$ cat config.mk
export PLATFORM = sky130hd
export DESIGN_NAME = va3_isqrt
export DESIGN_NICKNAME = d
export VERILOG_FILES = /design/src/design/va3_isqrt.sv
export SDC_FILE = /design/constraint.sdc
export NUM_CORES = 2
export LEC_CHECK = 0
export BUFFER_PORTS_ARGS = -buffer_cell sky130_fd_sc_hd__buf_2
export CORE_MARGIN = 3
export CORE_UTILIZATION = 45
export CTS_CLUSTER_DIAMETER = 80
export DETAILED_ROUTE_END_ITERATION = 12
export GPL_TIMING_DRIVEN = 0
export SLEW_MARGIN = 10
export SYNTH_ARGS = -nofsm -noshare
export SYNTH_HDL_FRONTEND = slang
export SYNTH_MEMORY_MAX_BITS = 65536
export SYNTH_SLANG_ARGS = --single-unit
$ cat constraint.sdc
create_clock -name clk_i -period 5.11 [get_ports clk_i]
set_input_delay 0.511 -clock clk_i [delete_from_list [all_inputs] [get_ports clk_i]]
set_output_delay 0.511 -clock clk_i [all_outputs]
set_load 0.02 [all_outputs]
$ cat src/design/va3_isqrt.sv
// Pipelined integer square root, one root bit per register stage.
// No package dependencies; instantiated by vector_angle_3d.
module va3_isqrt #(
  parameter int unsigned IN_W = 64
) (
  input  logic              clk_i,
  input  logic [IN_W-1:0]   rad_i,
  output logic [IN_W/2-1:0] root_o
);

  localparam int unsigned OW = IN_W / 2;
  localparam int unsigned RW = OW + 2;

  logic [RW-1:0]   rem_q  [OW];
  logic [OW-1:0]   root_q [OW];
  logic [IN_W-1:0] rad_q  [OW];

  for (genvar g = 0; g < OW; g++) begin : g_stage
    logic [RW-1:0]   rem_in, cat, trial;
    logic [OW-1:0]   root_in;
    logic [IN_W-1:0] rad_in;
    logic            ge;

    if (g == 0) begin : g_first
      assign rem_in  = '0;
      assign root_in = '0;
      assign rad_in  = rad_i;
    end else begin : g_next
      assign rem_in  = rem_q[g-1];
      assign root_in = root_q[g-1];
      assign rad_in  = rad_q[g-1];
    end

    assign cat   = {rem_in[RW-3:0], rad_in[IN_W-1 -: 2]};
    assign trial = {root_in, 2'b01};
    assign ge    = cat >= trial;

    always_ff @(posedge clk_i) begin
      rem_q[g]  <= ge ? cat - trial : cat;
      root_q[g] <= {root_in[OW-2:0], ge};
      rad_q[g]  <= rad_in << 2;
    end
  end

  assign root_o = root_q[OW-1];

endmodule

# Word-level counts from Yosys, hierarchy flattened
# Memories as Yosys holds them, arrays and structs flattened.
# Cells that the tools add are included.
# classes
add_sub_neg	32
order_cmp	32
mux	32
# op_table
operator	n
34-bit two-way mux	32
34-bit greater-or-equal comparator	31
34-bit subtractor	31
2-bit by 1-bit subtractor with 3-bit output, second input constant	1
2-bit by 1-bit greater-or-equal comparator with 1-bit output, second input constant	1
# totals
ram_bits	4096
memories	3
ff_bits	0
# mem_list
memory	depth	word_bits	rd	rd_clocked_by_memory_dff	write_ports	line	source
rad_q	32	62	31	0	32	16	logic [IN_W-1:0] rad_q [OW];
rem_q	32	34	31	0	32	14	logic [RW-1:0] rem_q [OW];
root_q	32	32	32	0	32	15	logic [OW-1:0] root_q [OW];

# Depth between registers and ports, before layout
# An unclocked memory read counts as a cell.
# logic_depth
word_depth	3
mapped_depth	14

# Least setup slack after synthesis
# No wires, ideal clock.
# synth_path
kind	register to register
start	memory root_q[28][1] (netlist bit)
end	memory rem_q[29][31] (netlist bit)
required_ns	4.989
path_slack_ns	1.896
path_stages_with_launch	11
arrival_ns	3.093
synth_period_minus_slack_ns	3.214
cell_sequence	dfxtp_1 -> inv_1 -> ha_1 -> o21a_1 -> a2bb2oi_1 -> a2111oi_0 -> o21ai_0 -> o22ai_1 -> o21ai_0 -> a311oi_1 -> mux2_2
# synth_lines
element	line
start, declared	15
end, declared	14

==> metrics.txt <==
Clk pwr share=35.2%; CTS Buf Count=237; CP max stage cell=buf_1; synthesized instance count=8840; placed cells=11.6k; Crit Path Category=reg2reg; filler cell count=18.0k; status=finished clean; Via Count=61.4k; Synthesis Warnings=0; worst path bufs/invs=4; Hold Buf Count CTS=65; Switching Fraction=28.3%; worst vdd ir=0.346 mV; site row count=163; post-synth net total=9466; chip width=454 um; placer congestion estimate=0.914; WL/cell=16.5 um; final max-slew violation count=0; Hold Vio Cnt, Final=0; area leader, netlist=dfxtp_1; Vias/cell=5.08; router iterations before antenna repair=6; cell leakage power=48.6 nW; Core Region=199000 um^2; Non-Filler Instances=12.1k; ranking of synthesized cells by area=dfxtp_1 (55%), ha_1 (7.8%), xnor2_1 (4.2%); Netlist cell types=96; Placed Area=94200 um^2; worst r2r path cells=13; GR Util All Layers=19.1%; Seq/Total Area, Yosys=54.6%; commonest non-fill, non-tap cell in the layout=dfxtp_1; vias in the first global route=60.6k; hold crit path type=in2reg; Post-DP HPWL=154 mm; nets@finish=9866; top cell type's share of synthesized area=54.6%; post-CTS setup buffer count=0; Total Wirelength=199 mm; area grow syn2layout=14.5%; IO Pins=97; CP Launch Point=root_q[27][5]; Die Y=454 um; first-pass GRT wire length=319 mm; Worst Tran Pin Value=1140 ps; NetSw=14.9 mW; register bit count reported by yosys=2465; most used cell, CP=clkbuf_1; worst setup path endpoint=rem_q[28][18]; clk buf depth=3; crit path time final=4490 ps; critical path depth=13; cell family contributing the most delay on the critical path=compound AO/OA/AOI/OAI gates; crit path max fanout=10; final worst path period share=87.8%; latest clock arrival within the worst-skew pair=910 ps; Max-Cap Viols=0; post-route cell area=104000 um^2; CTS tree=yes; setup TNS=0 ps; setup violators final=0; asr flop ratio synth=0%; IO buf count=96; CP peak stage delay=590 ps; initial antenna violation count=0; RSZ-0062 raised after global routing=no; Avg Cell Area, Syn=10.2 um^2; clock sink count=2465; Pwr Density=509 nW/um^2; Crit Reg-Reg Endpoint=rem_q[28][18]; Gate power share=17.8%; Max-slew headroom=22.7%; worst path required time=5800 ps; Post-synth EDFFs=0; Post-CTS Resized=0; detailed-route DRC error count=0; P_int=37.8 mW; die area=206000 um^2; FF-to-FF setup slack=620 ps; Overflow after GRT=0; Worst-path clk slew=60 ps; worst-path cell chain=inv_1 > ha_1 > clkbuf_1 > and3_1 > o211a_1 > o31ai_1 > a311oi_1 > o31a_1 > a31oi_1 > o21ai_1 > clkbuf_1 > buf_1 > a21oi_1; largest net degree at the start of global routing=23; Clock Tree Root=clkbuf_16; Setup crit end kind=register; layout cells sized above 1=7.73%; ANT nets after route=0; 1st-iter DRT viols=3654; reg2reg start=root_q[27][5]; initial core utilization=45.5%; Critical Path Source Type=register; Mapped Area=90400 um^2; most frequent cells in the layout=dfxtp_1 (2465), inv_1 (708), nor2_1 (563); crit path DAT=5170 ps; Max Clk Rate=223 MHz; Top FF cell, synth=dfxtp_1; CTS HTree Levels=4; register share of total power=47.0%; Worst Skew=98.6 ps
-- per-layer routing --
metal / vias up / GRT usage [%] / routed length [um]
li1: 31100 / - / -
met3: 313 / 2.84 / 8430
met1: 28900 / 24.9 / 91200
met4: 0 / 5.95 / 5710
met5: - / 0 / 0
met2: 1154 / 32.5 / 93700
-- state kept, by name, summed over array words and instances (netlist names) --
name / cells
rem_q: 945
root_q: 528
rad_q: 992
-- cells by family after synthesis --
family | Yosys count | synth area share, %
xor gates and xnor gates | 781 | 7.56
other | 1 | 0.00415
muxes | 145 | 1.79
buffers and inverters | 878 | 3.69
adders and majority gates | 561 | 7.76
AOI/OAI and AO/OA | 1787 | 12.4
DFF | 2465 | 54.6
and+or+nand+nor | 2222 | 12.3
-- through the flow --
step | utilization (%) | total power [mW] | setup slack, ps | hold WS, ps
5_1_grt | 52.1 | 55.6 | 281 | 178
3_5_place_dp | 47.4 | 34.5 | 699 | 312
4_1_cts | 52.1 | 53.3 | 675 | 138
6_report | 52.1 | 52.7 | 622 | 235
2_1_floorplan | - | 31.6 | 1900 | 310
3_3_place_gp | 47.4 | 34.4 | 714 | 310
-- power groups by stage --
stage / combinational, mW / clock, mW / sequential, mW
2_1_floorplan: 7.25 / 0 / 24.3
3_3_place_gp: 9.17 / 0 / 25.2
3_5_place_dp: 9.29 / 0 / 25.2
4_1_cts: 9.40 / 19.1 / 24.8
5_1_grt: 10.6 / 19.9 / 25.2
6_report: 9.38 / 18.5 / 24.8
-- worst min path at each step --
stage	start	endpoint	slack, ps	cells past startpoint
global route	rad_i[34]	rad_q[0][34]	180	2
finish	rad_i[34]	rad_q[0][34]	230	2
detailed placement	rad_q[0][90]	rad_q[0][154]	310	0
floorplan	rad_q[0][36]	rad_q[0][100]	310	0
global placement	rad_q[0][406]	rad_q[0][470]	310	0
CTS	rad_i[26]	rad_q[0][26]	140	2
-- Yosys cell counts, types with 37 or more instances --
master and count:
xnor2_1 437, xor2_1 344, nand4_1 102, or3_1 83
nor2_1 563, mux2_2 130, a211oi_1 52, a31oi_1 46
o21a_1 116, o21ai_0 448, nor2b_1 83, o21bai_1 54
inv_1 708, and3_1 41, nand3_1 146, a21oi_1 539
clkbuf_1 135, nand2b_1 116, o31ai_1 49, ha_1 561
or2_2 37, nor3_1 198, a21o_1 228, nor4_1 105
o211ai_1 42, dfxtp_1 2465, nand2_1 545, or4_1 55
-- layout make-up --
type | instances | area, um^2 | share of cell area (%)
timing repair buffer | 161 | 1130 | 1.09
inverter | 711 | 2670 | 2.58
clock buffer | 338 | 6920 | 6.69
sequential | 2465 | 49300 | 47.7
antenna | 1 | 2.50 | 0.00242
clock inverter | 106 | 1740 | 1.68
multi-input combinational | 5497 | 37700 | 36.5
tap | 2640 | 3300 | 3.19
buffer | 167 | 669 | 0.647
(Power assumes the default switching activity.)
